[config.mk]
export PLATFORM = sky130hd
export DESIGN_NAME = icr_ctl
export DESIGN_NICKNAME = d
export VERILOG_FILES = /design/src/rtl/icr_pkg.sv /design/src/rtl/icr_ctl.sv
export SDC_FILE = /design/constraint.sdc
export NUM_CORES = 1
export LEC_CHECK = 0
export ABC_AREA = 1
export BUFFER_PORTS_ARGS = -buffer_cell sky130_fd_sc_hd__buf_2
export CAP_MARGIN = 20
export CORE_MARGIN = 2
export CORE_UTILIZATION = 58
export CTS_BUF_LIST = sky130_fd_sc_hd__clkbuf_4 sky130_fd_sc_hd__clkbuf_8
export CTS_CLUSTER_SIZE = 30
export DETAILED_ROUTE_END_ITERATION = 12
export PLACE_DENSITY_LB_ADDON = 0.1
export SYNTH_ARGS = -nofsm -noshare
export SYNTH_HDL_FRONTEND = slang
export SYNTH_SLANG_ARGS = --single-unit
[constraint.sdc]
create_clock -name clk -period 1.55 [get_ports clk]
set_input_delay 0.2325 -clock clk [delete_from_list [all_inputs] [get_ports clk]]
set_output_delay 0.2325 -clock clk [all_outputs]
set_load 0.005 [all_outputs]
[src/rtl/icr_pkg.sv]
// Shared types, constants and arithmetic helpers for the impulse collision resolve core.
// No dependencies; imported by every module of the block.
package icr_pkg;

  localparam int IN_W  = 296;
  localparam int OUT_W = 264;

  localparam int RCP_STEPS = 33;
  localparam int SHR_STEPS = 17;
  localparam int ST_ISUM   = RCP_STEPS + 1;
  localparam int ST_SCALE  = ST_ISUM + SHR_STEPS + 1;
  localparam int ST_MUL    = ST_SCALE + 1;
  localparam int ST_OUT    = ST_MUL + 1;
  localparam int NSTG      = ST_OUT + 1;

  localparam logic [30:0] SLOP_Q    = 31'd655;
  localparam logic [15:0] PERCENT_Q = 16'd58982;
  localparam logic [17:0] FRAC_ONE  = 18'd65536;

  typedef struct packed {
    logic [17:0] nx;
    logic [17:0] ny;
    logic [30:0] p;
    logic [30:0] ma;
    logic [30:0] mb;
    logic [16:0] e;
    logic [1:0]  sf;
    logic [31:0] vax;
    logic [31:0] vay;
    logic [31:0] vbx;
    logic [31:0] vby;
    logic [32:0] dx;
    logic [32:0] dy;
    logic [50:0] mx;
    logic [50:0] my;
    logic [51:0] dot;
    logic [30:0] pp;
    logic [36:0] jq;
    logic [31:0] rema;
    logic [31:0] remb;
    logic [32:0] qa;
    logic [32:0] qb;
    logic [32:0] inva;
    logic [32:0] invb;
    logic [33:0] isum;
    logic [34:0] shra;
    logic [34:0] shrb;
    logic [16:0] fa;
    logic [16:0] fb;
    logic        apply;
    logic [36:0] ka;
    logic [36:0] kb;
    logic [30:0] ca;
    logic [30:0] cb;
    logic [37:0] tkax;
    logic [37:0] tkay;
    logic [37:0] tkbx;
    logic [37:0] tkby;
    logic [32:0] tcax;
    logic [32:0] tcay;
    logic [32:0] tcbx;
    logic [32:0] tcby;
    logic        resolved;
    logic [31:0] nvax;
    logic [31:0] nvay;
    logic [31:0] nvbx;
    logic [31:0] nvby;
    logic [31:0] shax;
    logic [31:0] shay;
    logic [31:0] shbx;
    logic [31:0] shby;
  } item_t;

  typedef struct packed {
    logic adv;
    logic skid_load;
    logic skid_vld;
  } ctl_t;

  function automatic logic [31:0] sat32(input logic signed [40:0] v);
    logic [31:0] r;
    if (v > 41'sd2147483647) r = 32'h7fff_ffff;
    else if (v < -41'sd2147483648) r = 32'h8000_0000;
    else r = v[31:0];
    return r;
  endfunction

  function automatic logic [31:0] add_sat(input logic [31:0] base, input logic [37:0] mag,
                                          input logic neg);
    logic signed [40:0] b;
    logic signed [40:0] m;
    logic signed [40:0] s;
    b = 41'($signed(base));
    m = $signed({3'b0, mag});
    s = neg ? b - m : b + m;
    return sat32(s);
  endfunction

endpackage

[src/rtl/icr_ctl.sv]
// Stage valid bits, pipeline advance and output skid control.
// Depends on icr_pkg.
module icr_ctl import icr_pkg::*; (
  input  logic            clk,
  input  logic            rst,
  input  logic            in_valid,
  input  logic            out_ready,
  output logic [NSTG-1:0] vld,
  output ctl_t            ctl
);

  logic skid_vld;
  logic skid_vld_next;

  always_comb begin
    ctl.adv       = !skid_vld;
    ctl.skid_load = !skid_vld && vld[NSTG-1] && !out_ready;
    ctl.skid_vld  = skid_vld;
    skid_vld_next = skid_vld ? !out_ready : ctl.skid_load;
  end

  always_ff @(posedge clk) begin
    if (rst) begin
      vld      <= '0;
      skid_vld <= 1'b0;
    end else begin
      skid_vld <= skid_vld_next;
      if (ctl.adv) vld <= {vld[NSTG-2:0], in_valid};
    end
  end

endmodule

Word-level counts from Yosys, hierarchy flattened
Cells that the tools add are included.

Multiplexer cells: 1. Reductions and logical operators: 4.

Operator list (count): $logic_and A1 B1 Y1 (2); $logic_not A1 Y1 (2); $mux W1 (1).

Logic and storage cells: 7. Input port bits: 4. Flip-flop bits (word level): 56. Output and inout port bits: 58.

Longest topological paths before layout
Depth in word-level cells: 4. Depth in mapped cells: 6. Gate-level depth less buffers: 4.

Worst setup path before layout
OpenSTA, ideal clock, no wires.

Kind: register -> output. Start: register skid_vld. End: output port ctl[1] (netlist bit). Arrival: 0.851 ns. Stages on the path, launching flop included: 5. Slack: 0.467 ns. Required time: 1.317 ns. Path buffers: 3. Cell sequence: dfxtp_1 -> buf_2 -> buf_6 -> buf_6 -> nor3_2.

RTL lines: from (decl) (RTL line icr_ctl.sv:12) `logic skid_vld;`; from (signal assigned) (RTL line icr_ctl.sv:27) `skid_vld <= skid_vld_next;`; to (decl) (RTL line icr_ctl.sv:9) `output ctl_t ctl`.

==> results.md <==
- Antenna-violating nets left: 0
- Final core utilization: 72.6%
- Layout cell share with drive strength beyond 1: 18.6%
- NumNets Final: 412
- Final WL: 4190 microns
- Final clock skew: 0.00263 ns
- Crit end category: output pin
- Post-Syn Area per Cell: 6.52 sq um
- Slowest cell on the critical path: dfxtp_4
- Initial core utilization: 61.8%
- Top delay family on crit path: flip-flops
- Post-CTS setup buffers: 0
- Clock Path Buffers: 2
- Post-DR wirelength/cell: 9.16 microns
- Crit path to: ctl[1]
- Crit Path Class: reg2out
- CP startpoint: skid_vld
- CP startpoint kind: flop
- Sequential fraction of the synthesis area: 48.4%
- Placed cells: 449
- Pin count of the biggest net entering global routing: 56
- Leak pwr: 0.00125 uW
- Drc violations: 0
- Cts repair resizes: 0
- Reg power frac: 61.9%
- FP Rows: 22
- Worst Hold Launch: in_valid
- Crit path max fanout: 33
- Crit path buffers/inverters: 1
- TritonCTS Sinks: 56
- Yosys cell types: 10
- Worst endpoint required time: 1.32 ns
- Pwr/cell area: 858 nW/um^2
- Initial antenna violation count: 0
- Hold Crit Class: in2reg
- VDD IR max: 557 uV
- FF+latch count, synth: 56
- RR Endpoint: vld[3]
- GP Congestion: 0.758
- Final Max Slew Viols: 0
- Comb power frac: 3.3%
- Root Driver: clkbuf_8
- R2r setup slk: 0.44 ns
- First-pass GRT wire length: 7150 microns
- Cell-internal power: 1870 uW
- Syn Nets: 359
- Max_slew headroom: 76.4%
- Net Switching: 462 uW
- Reg-to-Reg Start: skid_vld
- First DRT Iteration DRCs: 132
- Synth Warn #: 0
- Sw Share: 19.8%
- Cells after Synth: 355
- WP data arrival: 1.10 ns
- Clk_lat worst skew: 0.30 ns
- CP max stage delay: 0.58 ns
- Status: complete, no violations
- Die area: 4510 sq um
- Final setup fails: 0
- Slew @ Worst Pin: 0.354 ns
- CTS tree: done
- Vias/cell: 4.34
- Vias in the first global route: 1,741
- Hold_buf cts: 0
- Die span in x: 67.2 microns
- RSZ-0062 raised after global routing: no
- Core Area: 3740 sq um
- Setup TNS: 0 ns
- CTS clk-pin slew, worst paths: 0.09 ns
- Worst path cell trace: nor3_2, buf_2
- # diodes: 0
- Synthesis-to-finish area growth: 17.4%
- Min Tclk post-route: 1.33 ns
- Vias: 1,983
- Hold Fails Final Rpt: 0
- Area leader, netlist: dfxtp_1
- Initial DRT Pass Iterations: 4
- Max-cap violations: 0
- Ranking of synthesized cells by area: dfxtp_1 48%, nor2_1 18%, nand2_1 18%
- Final Non-Filler Cells: 457
- Reg2Reg Depth: 4
- Crit share post-route: 86.0%
- F_max: 751 MHz
- Synthesized area: 2310 sq um
- CTS Buf Count: 5
- Synth top area share: 48.4%
- All-Layer GR Usage: 20.7%
- Clock power share: 34.9%
- PortBufs: 61
- Levels on crit path: 2
- Grt ovf: 0
- HPWL Detailed: 2850 microns
- I/O pins: 62
- # H-tree levels: 2
- Die height: 67.2 microns
cells in the final DEF, fill, tap and decap left out:
master / count
nor2_1: 111
nand2_1: 110
buf_2: 61
inv_1: 56
dfxtp_1: 55
clkbuf_8: 6
buf_12: 3
clkbuf_4: 2
nor3_2: 1
inv_2: 1
o21a_1: 1
buf_4: 1
dfxtp_4: 1
kinds of logic (layout without fill, tap and decap cells):
group           count (synthesis)  after routing  share of synthesized area, %
compound gates                  1              1                         0.324
simple gates                  222            222                          36.3
flops                          56             56                          48.4
buf+inv                        76            130                          15.0
cells in the mapped netlist:
cell type / instances
buf_6: 4
o21a_1: 1
nand2_1: 110
inv_2: 1
nor2_1: 111
dfxtp_1: 56
buf_4: 5
inv_1: 56
nor3_2: 1
buf_2: 10
through the flow:
step	hold slack (ns)	instance area, sq um	setup WS, ns	total power (uW)
final	0.157	2720	0.218	2330
after floorplan	0.362	2310	0.467	1530
after detailed placement	0.459	2620	0.450	1550
after CTS	0.139	2720	0.204	2370
after global routing	0.137	2720	0.129	2440
after global placement	0.453	2620	0.487	1550
sequential cells by signal, summed over array words and instances, names as in the netlist:
signal    cells
skid_vld      1
vld          55
cell type report:
class                      instances  area (sq um)
inverter                          57           214
sequential                        56          1120
fill                             344          1030
tap                               48          60.1
timing repair buffer              65           373
multi-input combinational        223           847
clock buffer                       8          97.6
worst reg2reg max path: cells and delay by family (launching register included):
family	cells	cell delay, ns
flip-flops	1	0.58
AND/OR/NAND/NOR	3	0.19
buffers and inverters	1	0.24
power groups by stage:
stage               clock [uW]  combinational (uW)  sequential [uW]
detailed placement           0                77.1             1480
CTS                        848                77.5             1440
floorplan                    0                56.2             1480
global route               908                89.7             1440
global placement             0                75.6             1480
finish                     813                76.7             1440
how the worst min path moves through the flow:
stage,slack (ns),end,cells after the start
2_1_floorplan,0.36,vld[0],2
3_3_place_gp,0.45,vld[0],3
3_5_place_dp,0.46,vld[0],3
4_1_cts,0.14,vld[0],3
5_1_grt,0.14,vld[0],3
6_report,0.16,vld[0],3
routing by layer:
metal  track usage (%)  vias to the layer above  wire [microns]
li1                  -                     1102               -
met1              24.3                      840            1920
met2              35.1                       39            2010
met3              5.83                        2             214
met4              9.44                        0              38
met5                 0                        -               0
No activity file was read; power rests on OpenSTA's default activity.
